$ cat src/design/cprr_pkg.sv
// shared types, constants and pixel functions for the pie ring clock renderer
// no dependencies; used by every module of the block
`default_nettype none

package cprr_pkg;

    localparam int RING_LEN   = 60;
    localparam int WEDGE_LEN  = 12;
    localparam int SUB_STEPS  = 64;
    localparam int TICK_MAIN  = 32;

    localparam int IN_W  = 24;
    localparam int OUT_W = 32;

    // configuration register indexes
    localparam logic [1:0] CFG_SMOOTH_HANDS = 2'd0;
    localparam logic [1:0] CFG_SHOW_TICKS   = 2'd1;

    // reciprocal constants: s/60 for s < 4096, m/12 for m < 4101
    localparam logic [12:0] RECIP_60 = 13'd4370;
    localparam logic [12:0] RECIP_12 = 13'd5462;

    typedef struct packed {
        logic [5:0] start;
        logic [5:0] frac;
    } hand_t;

    typedef struct packed {
        hand_t red;
        hand_t green;
        hand_t blue;
    } frame_t;

    typedef struct packed {
        logic full;
        logic empty;
    } q_stat_t;

    // start pixel of a hand: (pos / 64) mod 60, pos / 64 stays below 180
    function automatic logic [5:0] start_of(logic [13:0] pos);
        logic [7:0] q;
        logic [7:0] r;
        q = pos[13:6];
        if (q >= 8'd120)
        begin
            r = q - 8'd120;
        end
        else if (q >= 8'd60)
        begin
            r = q - 8'd60;
        end
        else
        begin
            r = q;
        end
        return r[5:0];
    endfunction

    // frac / 3 for frac < 64
    function automatic logic [4:0] div3(logic [5:0] frac);
        logic [11:0] p;
        p = 12'(frac) * 12'd43;
        return p[11:7];
    endfunction

    // level of one channel at ring position idx for a hand
    function automatic logic [7:0] hand_level(hand_t hand, logic [5:0] idx);
        logic [6:0] diff;
        logic [5:0] d;
        logic [5:0] lead;
        logic [7:0] dim;
        logic [7:0] level;
        diff = {1'b0, hand.start} - {1'b0, idx};
        if (diff[6])
        begin
            d = diff[5:0] + 6'd60;
        end
        else
        begin
            d = diff[5:0];
        end
        lead = (hand.start == 6'(RING_LEN - 1)) ? 6'd0 : hand.start + 6'd1;
        dim  = 8'(d) * 8'd21 + 8'(div3(hand.frac));
        if (d < 6'(WEDGE_LEN))
        begin
            level = 8'd255 - dim;
        end
        else if ((hand.frac != 6'd0) && (idx == lead))
        begin
            level = {hand.frac, 2'b00};
        end
        else
        begin
            level = 8'd0;
        end
        return level;
    endfunction

    // saturating quarter-hour tick marks
    function automatic logic [7:0] tick_add(logic [7:0] level, logic [5:0] idx, logic en);
        logic [7:0] add;
        logic [8:0] sum;
        if (!en)
        begin
            add = 8'd0;
        end
        else if (idx == 6'd0)
        begin
            add = 8'(TICK_MAIN);
        end
        else if ((idx == 6'd15) || (idx == 6'd30) || (idx == 6'd45))
        begin
            add = 8'(TICK_MAIN / 4);
        end
        else
        begin
            add = 8'd0;
        end
        sum = {1'b0, level} + {1'b0, add};
        return sum[8] ? 8'd255 : sum[7:0];
    endfunction

endpackage

`default_nettype wire

$ cat src/design/clock_pie_ring_renderer.sv
// pie ring clock renderer: one time of day in, sixty ring pixels out
// depends on cprr_pkg, cprr_front, cprr_queue and cprr_back
//
// usage:
//   s_axis carries one time of day per transaction (hour, minute, second,
//   1/64-second fraction). m_axis carries the 60 pixels of the ring face,
//   pixel 0 first, tlast on pixel 59. cfg writes smooth_hands (index 0) and
//   show_ticks (index 1); cfg_ready is always high, write only while idle.
// path: after a time is accepted it passes two more hand position stages,
//   the queue write and the output register before the first pixel is valid.
// throughput: one pixel per cycle while m_axis_tready is high and a frame
//   is queued, set by the single pixel walker in the back part. The front
//   accepts the next times while a frame is still streaming, until the
//   two-entry descriptor queue and its pipeline are full.
// reset: both config registers clear, the pipeline, queue and output empty.
// stall: when m_axis_tready is low the output register holds its pixel and
//   the walker waits; the queue then fills and s_axis_tready drops.
`default_nettype none

module clock_pie_ring_renderer (
    input  wire logic        clk,
    input  wire logic        rst_n,
    input  wire logic        s_axis_tvalid,
    output logic             s_axis_tready,
    // hour_value[4:0], minute_value[10:5], second_value[16:11],
    // subsecond_value[22:17], zero[23]
    input  wire logic [23:0] s_axis_tdata,
    output logic             m_axis_tvalid,
    input  wire logic        m_axis_tready,
    // pixel_index[5:0], red[13:6], green[21:14], blue[29:22], zero[31:30]
    output logic [31:0]      m_axis_tdata,
    output logic             m_axis_tlast,
    input  wire logic        cfg_valid,
    output logic             cfg_ready,
    input  wire logic [1:0]  cfg_index,
    input  wire logic        cfg_data
);

    logic              smooth_hands_reg;
    logic              show_ticks_reg;
    logic              q_push, q_pop;
    cprr_pkg::frame_t  q_in, q_head;
    cprr_pkg::q_stat_t q_stat;
    logic [5:0]        pixel_index;
    logic [7:0]        red, green, blue;

    assign cfg_ready = 1'b1;

    always_ff @(posedge clk or negedge rst_n)
    begin
        if (!rst_n)
        begin
            smooth_hands_reg <= 1'b0;
            show_ticks_reg   <= 1'b0;
        end
        else if (cfg_valid)
        begin
            if (cfg_index == cprr_pkg::CFG_SMOOTH_HANDS)
            begin
                smooth_hands_reg <= cfg_data;
            end
            if (cfg_index == cprr_pkg::CFG_SHOW_TICKS)
            begin
                show_ticks_reg <= cfg_data;
            end
        end
    end

    cprr_front u_front (
        .clk             (clk),
        .rst_n           (rst_n),
        .smooth_hands    (smooth_hands_reg),
        .in_valid        (s_axis_tvalid),
        .in_ready        (s_axis_tready),
        .hour_value      (s_axis_tdata[4:0]),
        .minute_value    (s_axis_tdata[10:5]),
        .second_value    (s_axis_tdata[16:11]),
        .subsecond_value (s_axis_tdata[22:17]),
        .q_stat          (q_stat),
        .q_push          (q_push),
        .q_data          (q_in)
    );

    cprr_queue u_queue (
        .clk       (clk),
        .rst_n     (rst_n),
        .push      (q_push),
        .push_data (q_in),
        .pop       (q_pop),
        .head      (q_head),
        .stat      (q_stat)
    );

    cprr_back u_back (
        .clk         (clk),
        .rst_n       (rst_n),
        .show_ticks  (show_ticks_reg),
        .head        (q_head),
        .q_stat      (q_stat),
        .pop         (q_pop),
        .out_valid   (m_axis_tvalid),
        .out_ready   (m_axis_tready),
        .pixel_index (pixel_index),
        .red         (red),
        .green       (green),
        .blue        (blue),
        .last_pixel  (m_axis_tlast)
    );

    assign m_axis_tdata = {2'b00, blue, green, red, pixel_index};

`ifndef ASSERT_OFF
    // tlast only on the final ring position
    assert property (@(posedge clk) disable iff (!rst_n)
        (m_axis_tvalid && m_axis_tlast) |-> (m_axis_tdata[5:0] == 6'd59))
        else $error("tlast on a pixel other than the last");

    // pixels of a frame come out in ring order
    assert property (@(posedge clk) disable iff (!rst_n)
        (m_axis_tvalid && m_axis_tready && !m_axis_tlast) |=>
        (!m_axis_tvalid || (m_axis_tdata[5:0] == $past(m_axis_tdata[5:0]) + 6'd1)))
        else $error("pixel index skipped or repeated");

    // queue never written while full, unless it is popped as well
    assert property (@(posedge clk) disable iff (!rst_n)
        q_push |-> (!q_stat.full || q_pop))
        else $error("descriptor queue overflow");

    // queue never read while empty
    assert property (@(posedge clk) disable iff (!rst_n)
        q_pop |-> !q_stat.empty)
        else $error("descriptor queue underflow");
`endif

endmodule

`default_nettype wire

$ cat src/design/cprr_front.sv
// front part: accepts a time of day and works out the three hand descriptors
// depends on cprr_pkg; pushes one frame descriptor per time into cprr_queue
`default_nettype none

module cprr_front (
    input  wire logic                 clk,
    input  wire logic                 rst_n,
    input  wire logic                 smooth_hands,
    input  wire logic                 in_valid,
    output logic                      in_ready,
    input  wire logic [4:0]           hour_value,
    input  wire logic [5:0]           minute_value,
    input  wire logic [5:0]           second_value,
    input  wire logic [5:0]           subsecond_value,
    input  wire cprr_pkg::q_stat_t    q_stat,
    output logic                      q_push,
    output cprr_pkg::frame_t          q_data
);

    logic        pipe_en;
    logic        f1_valid_reg, f2_valid_reg, f3_valid_reg;
    logic [11:0] f1_s_reg;
    logic [5:0]  f1_min_reg;
    logic [4:0]  f1_hour_reg;
    logic [11:0] f2_s_reg;
    logic [12:0] f2_m_reg;
    logic [4:0]  f2_hour_reg;
    logic [11:0] f3_s_reg;
    logic [12:0] f3_m_reg;
    logic [13:0] f3_h_reg;

    logic [24:0] qs_prod;
    logic [12:0] m_next;
    logic [25:0] qh_prod;
    logic [13:0] h_next;

    assign pipe_en  = !f3_valid_reg || !q_stat.full;
    assign in_ready = pipe_en;
    assign q_push   = f3_valid_reg && !q_stat.full;

    // m = minute*64 + s/60
    assign qs_prod = 25'(f1_s_reg) * 25'(cprr_pkg::RECIP_60);
    assign m_next  = {1'b0, f1_min_reg, 6'd0} + 13'(qs_prod[24:18]);

    // h = 320*hour + m/12
    assign qh_prod = 26'(f2_m_reg) * 26'(cprr_pkg::RECIP_12);
    assign h_next  = {1'b0, f2_hour_reg, 8'd0} + {3'd0, f2_hour_reg, 6'd0}
                   + 14'(qh_prod[25:16]);

    always_comb
    begin
        q_data.red.start   = cprr_pkg::start_of(f3_h_reg);
        q_data.green.start = cprr_pkg::start_of({1'b0, f3_m_reg});
        q_data.blue.start  = cprr_pkg::start_of({2'b00, f3_s_reg});
        q_data.red.frac    = smooth_hands ? f3_h_reg[5:0] : 6'd0;
        q_data.green.frac  = smooth_hands ? f3_m_reg[5:0] : 6'd0;
        q_data.blue.frac   = smooth_hands ? f3_s_reg[5:0] : 6'd0;
    end

    always_ff @(posedge clk or negedge rst_n)
    begin
        if (!rst_n)
        begin
            f1_valid_reg <= 1'b0;
            f2_valid_reg <= 1'b0;
            f3_valid_reg <= 1'b0;
        end
        else if (pipe_en)
        begin
            f1_valid_reg <= in_valid;
            f2_valid_reg <= f1_valid_reg;
            f3_valid_reg <= f2_valid_reg;
        end
    end

    always_ff @(posedge clk)
    begin
        if (pipe_en)
        begin
            f1_s_reg    <= {second_value, subsecond_value};
            f1_min_reg  <= minute_value;
            f1_hour_reg <= hour_value;
            f2_s_reg    <= f1_s_reg;
            f2_m_reg    <= m_next;
            f2_hour_reg <= f1_hour_reg;
            f3_s_reg    <= f2_s_reg;
            f3_m_reg    <= f2_m_reg;
            f3_h_reg    <= h_next;
        end
    end

endmodule

`default_nettype wire

$ cat src/design/cprr_queue.sv
// two-entry queue of frame descriptors between front and back parts
// depends on cprr_pkg for the frame and status types
`default_nettype none

module cprr_queue (
    input  wire logic              clk,
    input  wire logic              rst_n,
    input  wire logic              push,
    input  wire cprr_pkg::frame_t  push_data,
    input  wire logic              pop,
    output cprr_pkg::frame_t       head,
    output cprr_pkg::q_stat_t      stat
);

    cprr_pkg::frame_t entry_reg [2];
    logic             wr_ptr_reg, rd_ptr_reg;
    logic [1:0]       count_reg;

    assign stat.full  = (count_reg == 2'd2);
    assign stat.empty = (count_reg == 2'd0);
    assign head       = entry_reg[rd_ptr_reg];

    always_ff @(posedge clk or negedge rst_n)
    begin
        if (!rst_n)
        begin
            wr_ptr_reg <= 1'b0;
            rd_ptr_reg <= 1'b0;
            count_reg  <= 2'd0;
        end
        else
        begin
            if (push)
            begin
                wr_ptr_reg <= !wr_ptr_reg;
            end
            if (pop)
            begin
                rd_ptr_reg <= !rd_ptr_reg;
            end
            if (push && !pop)
            begin
                count_reg <= count_reg + 2'd1;
            end
            else if (pop && !push)
            begin
                count_reg <= count_reg - 2'd1;
            end
        end
    end

    always_ff @(posedge clk)
    begin
        if (push)
        begin
            entry_reg[wr_ptr_reg] <= push_data;
        end
    end

endmodule

`default_nettype wire

$ cat src/design/cprr_back.sv
// back part: walks the ring one pixel per cycle unless stalled, drives the output register
// depends on cprr_pkg; pops one frame descriptor from cprr_queue per 60 pixels
`default_nettype none

module cprr_back (
    input  wire logic              clk,
    input  wire logic              rst_n,
    input  wire logic              show_ticks,
    input  wire cprr_pkg::frame_t  head,
    input  wire cprr_pkg::q_stat_t q_stat,
    output logic                   pop,
    output logic                   out_valid,
    input  wire logic              out_ready,
    output logic [5:0]             pixel_index,
    output logic [7:0]             red,
    output logic [7:0]             green,
    output logic [7:0]             blue,
    output logic                   last_pixel
);

    logic       out_valid_reg;
    logic [5:0] cnt_reg, cnt_next;
    logic [5:0] idx_reg;
    logic [7:0] red_reg, green_reg, blue_reg;
    logic       last_reg;
    logic       adv, take, at_end;

    assign adv    = !out_valid_reg || out_ready;
    assign take   = adv && !q_stat.empty;
    assign at_end = (cnt_reg == 6'(cprr_pkg::RING_LEN - 1));
    assign pop    = take && at_end;
    assign cnt_next = at_end ? 6'd0 : cnt_reg + 6'd1;

    assign out_valid   = out_valid_reg;
    assign pixel_index = idx_reg;
    assign red         = red_reg;
    assign green       = green_reg;
    assign blue        = blue_reg;
    assign last_pixel  = last_reg;

    always_ff @(posedge clk or negedge rst_n)
    begin
        if (!rst_n)
        begin
            out_valid_reg <= 1'b0;
            cnt_reg       <= 6'd0;
        end
        else if (adv)
        begin
            out_valid_reg <= take;
            if (take)
            begin
                cnt_reg <= cnt_next;
            end
        end
    end

    always_ff @(posedge clk)
    begin
        if (take)
        begin
            idx_reg   <= cnt_reg;
            last_reg  <= at_end;
            red_reg   <= cprr_pkg::tick_add(cprr_pkg::hand_level(head.red, cnt_reg),
                                            cnt_reg, show_ticks);
            green_reg <= cprr_pkg::tick_add(cprr_pkg::hand_level(head.green, cnt_reg),
                                            cnt_reg, show_ticks);
            blue_reg  <= cprr_pkg::tick_add(cprr_pkg::hand_level(head.blue, cnt_reg),
                                            cnt_reg, show_ticks);
        end
    end

endmodule

`default_nettype wire

$ cat config.mk
export PLATFORM = sky130hd
export DESIGN_NAME = clock_pie_ring_renderer
export DESIGN_NICKNAME = d
export VERILOG_FILES = /design/src/design/cprr_pkg.sv /design/src/design/clock_pie_ring_renderer.sv /design/src/design/cprr_front.sv /design/src/design/cprr_queue.sv /design/src/design/cprr_back.sv
export SDC_FILE = /design/constraint.sdc
export NUM_CORES = 1
export LEC_CHECK = 0
export BUFFER_PORTS_ARGS = -buffer_cell sky130_fd_sc_hd__buf_2
export CAP_MARGIN = 20
export CORE_UTILIZATION = 35
export CTS_BUF_LIST = sky130_fd_sc_hd__clkbuf_8
export DETAILED_ROUTE_END_ITERATION = 8
export GPL_TIMING_DRIVEN = 0
export MAX_ROUTING_LAYER = met4
export PLACE_DENSITY = 0.52
export SYNTH_ARGS = -nofsm -noshare
export SYNTH_HDL_FRONTEND = slang
export SYNTH_HIERARCHICAL = 1
export SYNTH_SLANG_ARGS = --single-unit
$ cat constraint.sdc
create_clock -name clk -period 18.7 [get_ports clk]
set_input_delay 2.805 -clock clk [delete_from_list [all_inputs] [get_ports clk]]
set_output_delay 2.805 -clock clk [all_outputs]
set_load 0.1 [all_outputs]
### Word-level counts from Yosys, hierarchy flattened

Memories as Yosys holds them, arrays and structs flattened.
Index checks and enable logic that the tools add are counted.
W data, S select, Z words.

| word-level totals | value |
|---|---|
| register bits | 139 |
| bits in writable memories | 72 |
| bits of input ports | 32 |
| output and inout bits | 36 |
| logic and storage cells | 147 |
| memories | 1 |

| cells by class | value |
|---|---|
| add/sub/neg operators | 29 |
| $mul | 8 |
| $lt $le $gt $ge | 8 |
| equality and inequality tests | 12 |
| muxes and demuxes | 35 |
| reduce and logical (&&, ||, !) cells | 30 |

Memories:

| name | words | bits a word | rd ports | clocked after memory_dff | write ports | RTL line | source |
|---|---|---|---|---|---|---|---|
| u_queue.entry_reg | 2 | 36 | 1 | 0 | 1 | cprr_queue.sv:15 | `cprr_pkg::frame_t entry_reg [2];` |

Operators with widths:

| cell | count |
|---|---|
| $mux W6 | 18 |
| $mux W8 | 12 |
| $mul A6 B6 Y12 const B | 3 |
| $eq A6 B6 Y1 const B | 5 |
| $sub A6 B6 Y6 const B | 5 |
| $add A8 B8 Y9 | 3 |
| $mul A13 B12 Y25 const B | 1 |
| $add A6 B1 Y6 const B | 4 |
| $add A8 B5 Y8 | 3 |
| $mul A12 B12 Y24 const B | 1 |
| $mul A6 B5 Y8 const B | 3 |
| $sub A8 B8 Y8 const A | 3 |
| $sub A6 B6 Y7 | 3 |
| $add A6 B6 Y6 const B | 3 |
| $eq A6 B6 Y1 | 3 |
| $lt A6 B4 Y1 const B | 3 |
| $reduce_bool A6 Y1 | 3 |
| $add A13 B11 Y14 | 1 |
| $add A14 B10 Y14 | 1 |
| $add A12 B7 Y13 | 1 |
| $ge A8 B6 Y1 const B | 1 |
| $ge A8 B7 Y1 const B | 1 |
| $logic_and A1 B1 Y1 | 8 |
| $logic_not A1 Y1 | 8 |
| 17 further kinds | 25 |

### Depth between registers and ports, before layout

An unclocked memory read counts as a cell.

| depth | value |
|---|---|
| depth after elaboration | 11 |
| mapped depth | 34 |
| gate-level depth less buffers | 32 |

### By module

The synthesis kept the hierarchy.

By module, submodules not included:

| module | times used | cells each | area each (sq um) |
|---|---|---|---|
| cprr_front | 1 | 694 | 8,008.9 |
| cprr_back | 1 | 937 | 7,872.6 |
| cprr_queue | 1 | 128 | 2,934.1 |
| clock_pie_ring_renderer | 1 | 11 | 117.6 |

### Worst setup path before layout

No wires, ideal clock.

| timing | value |
|---|---|
| path type | reg-to-reg |
| from | reg u_queue.rd_ptr_reg |
| to | reg u_back.red_reg[7] (netlist: u_back/red[7]) (data pin) |
| setup time | 0.261 ns |
| data arrival time | 6.914 ns |
| required time | 18.439 ns |
| setup slack | 11.525 ns |
| stages on the path, launching flop included | 35 |
| period minus slack after synthesis | 7.175 ns |
| cells stage by stage | dfrtp_1 buf_6 buf_12 mux2_4 ha_1 inv_1 fa_1 fa_1 inv_1 ha_1 nor3_1 o21ai_0 and2_1 a21oi_1 nor2b_1 o21ai_0 nand2b_1 a21oi_1 xnor2_1 ha_1 inv_1 fa_1 inv_1 fa_1 inv_1 ha_1 nor2b_1 o21a_1 a211oi_1 o21ai_1 xnor2_1 nor3_1 a2bb2o_4 buf_6 o32a_1 |

RTL lines:

| item | RTL line | source |
|---|---|---|
| start: declaration | cprr_queue.sv:16 | `logic wr_ptr_reg, rd_ptr_reg;` |
| start signal: assignment | cprr_queue.sv:39 | `rd_ptr_reg <= !rd_ptr_reg;` |
| end signal: assignment | cprr_back.sv:64 | `red_reg <= cprr_pkg::tick_add(cprr_pkg::hand_level(head.red, cnt_reg),` |
| end: declaration | cprr_back.sv:24 | `logic [7:0] red_reg, green_reg, blue_reg;` |

==> reports/qor.csv <==
stage,metric,value,unit
place,post-DP HPWL,31700,um
critical_path,Worst path max stage delay,550,ps
logic_synthesis,Yosys reg bits,211,
clocking,clk sinks,211,
logic_synthesis,"Seq/Total Area, Yosys",0.330,
sta,period utilization,0.421,
routing,aggregate routed wire length,39600,um
critical_path,crit end category,flip-flop,
floorplanning,Initial Util,0.357,
sta,Final Slew Violations,0,
clocking,cts repair resizes,0,
critical_path,WP data arrival,8180,ps
logic_synthesis,Yosys cell types,89,
clocking,CTS Root Cell,clkbuf_8,
routing,drt first pass iters,5,
routing,Vias/cell,4.91,
sta,final hold vios,0,
clocking,H-tree depth,2,
floorplanning,core area,53000,um^2
clocking,Skew-Pair Late Insertion Delay,590,ps
layout,n_diodes,0,
logic_synthesis,number of synthesis warnings,6,
logic_synthesis,cells after synthesis,1770,
layout,max reg flops,72,
clocking,CTS tree,built,
layout,fin nets,2334,
routing,post-route ant nets,0,
critical_path,CP required,19020,ps
layout,Final Util,0.398,
routing,Vias,12800,
critical_path,Crit Path Max Fanout,10,
logic_synthesis,Synth top area share,0.309,
outcome,outcome,completed,
sta,final setup vio count,0,
floorplanning,DIE AREA,55000,um^2
sta,Final Critical Period,7870,ps
logic_synthesis,number of enable flip-flop cells after synthesis,195,
clocking,CTS Buffer Depth,3,
global_route,"Remaining Overflow, GRT",0,
critical_path,Setup Crit Path Kind,flip-flop to flip-flop,
logic_synthesis,Area contributors post-synth,"edfxtp_1 (31%), ha_1 (22%), fa_1 (8.7%)",
sta,Max Clk Rate,0.127,GHz
routing,iteration-0 DRC count of the detailed router,361,
flow_run,maxcap violations,0,
routing,DRC viols,0,
global_route,total global-route track usage,0.152,
min_path,min-delay worst type,flip-flop to flip-flop,
floorplanning,die extent in y,235,um
critical_path,CP startpoint kind,flip-flop,
global_route,largest net degree at the start of global routing,72,
logic_synthesis,post-synth top area cell,edfxtp_1,
floorplanning,num ports,68,
global_route,initial antenna violation count,0,
floorplanning,Die X-Extent,235,um
clocking,cts hold-fix bufs,0,
sta,Slew headroom,0.426,
sta,RSZ-0062 raised after global routing,false,
sta,Slew @ Worst Pin,855,ps
place,GPL Wtd Cong,0.867,
clocking,Setup Buffers After CTS,0,
sta,Setup Skew,36.1,ps
clocking,CTS buffer count,42,
routing,Routed WL per cell,15.2,um
global_route,vias in the first global route,13100,
logic_synthesis,post-synthesis cell area,18900,um^2
critical_path,Worst path slowest cell,fa_1,
logic_synthesis,ys flop type,edfxtp_1,
critical_path,"Top cell by count, worst path",ha_1,
place,PortBufs,63,
floorplanning,placement row count,84,
layout,share of cells above drive strength 1,0.117,
clocking,clk slew on worst S/H paths,60,ps
sta,setup TNS,0,ps
logic_synthesis,post-synthesis average cell area,10.7,um^2
layout,synthesis-to-layout area growth,11.4,%
global_route,first-pass GRT wire length,65200,um
logic_synthesis,ys async rst share,0.0758,
==> layout make-up <==
class | instances | area, um^2
buffer | 29 | 213
multi-input combinational | 1247 | 11400
clock buffer | 42 | 578
inverter | 284 | 1070
timing repair buffer | 67 | 410
clock inverter | 34 | 275
sequential | 211 | 6260
fill | 5221 | 31900
tap | 688 | 861
==> kinds of logic (layout without fill, tap and decap cells) <==
family          after synthesis  count (layout)  share of synthesized area
simple gates                383             383                      0.104
buf+inv                     313             456                     0.0675
other cells                   2               3                   0.000397
flops                       211             211                      0.330
mux                          56              56                     0.0381
xor+xnor                    101             101                     0.0477
compound gates              284             284                      0.102
fa+ha+maj                   420             420                      0.310
==> metrics by stage <==
stage                     setup WS, ps  instance area (um^2)  instances  hold WS (ps)
after CTS                        10830                 21100       2602           411
after global placement           10710                 20100       2522           402
after detailed placement         10850                 20200       2526           405
after global routing             10280                 21100       2602           418
after floorplan                  11530                 18900       1771           400
final                            10830                 21100       2602           411
==> metal layers <==
metal	GRT usage	routed length (um)
met1	0.187	18400
met2	0.260	19100
met3	0.0241	1320
met4	0.0367	758
met5	-	0
==> layout by cell type (no fill, tap or decap), drive strengths merged, types with 14 or more instances in the layout <==
master,Yosys,layout
xnor2,70,70
dfrtp,16,16
xor2,31,31
nand3,42,42
nor3,32,32
nor2,84,84
o211ai,19,19
buf,18,85
nand2,84,84
nor2b,26,26
fa,82,82
a211oi,14,14
ha,338,338
clkinv,2,21
o21ai,65,65
inv,282,290
mux2i,14,14
edfxtp,195,195
and2,27,27
a21oi,74,74
o21a,16,16
nand4,14,14
nand2b,21,21
clkbuf,11,53
mux2,42,42
==> worst max-delay path: cells and delay by family (launching register included) <==
| family | cells | cell delay (ps) |
|---|---|---|
| adder cells (fa/ha/maj) | 9 | 3350 |
| AO/OA/AOI/OAI | 9 | 2020 |
| AND/OR/NAND/NOR | 4 | 590 |
| buffers and inverters | 5 | 480 |
| multiplexers | 2 | 470 |
| flip-flops | 1 | 340 |
| XOR/XNOR | 2 | 330 |
==> cell usage after synthesis, types with 9 or more instances <==
library cell  number
nand3_1           42
inv_1            280
nor3_1            31
o21ai_1            9
buf_4             10
o21a_1            16
mux2_2            13
edfxtp_1         195
xor2_1            31
a31oi_1           11
o211ai_1          18
a211oi_1          13
and2_1            26
ha_1             338
nand4_1           14
fa_1              82
nand2b_1          21
o21ai_0           56
a21oi_1           70
mux2i_1           14
dfrtp_1           16
nand2_1           84
nor2b_1           26
nor2_1            84
clkbuf_1          11
a21o_1            12
xnor2_1           69
mux2_4            29
==> path summary, 6_finish.rpt <==
path | startpoint | end | slack (ps) | cells after the start
setup / recovery | u_queue/rd_ptr_reg | u_back/green[1] | 10830 | 31
min in group asynchronous | rst_n | smooth_hands_reg | 2170 | 1
setup reg to reg | u_queue/rd_ptr_reg | u_back/green[1] | 10830 | 31
hold / removal | u_front/f1_hour_reg[3] | u_front/f2_hour_reg[3] | 410 | 0
hold reg to reg | u_front/f1_hour_reg[3] | u_front/f2_hour_reg[3] | 410 | 0
max in group asynchronous | rst_n | u_back/cnt_reg[4] | 16210 | 1
Power is not shown: default switching activity piles up to over one toggle a cycle in this logic, so the estimate is an artifact.
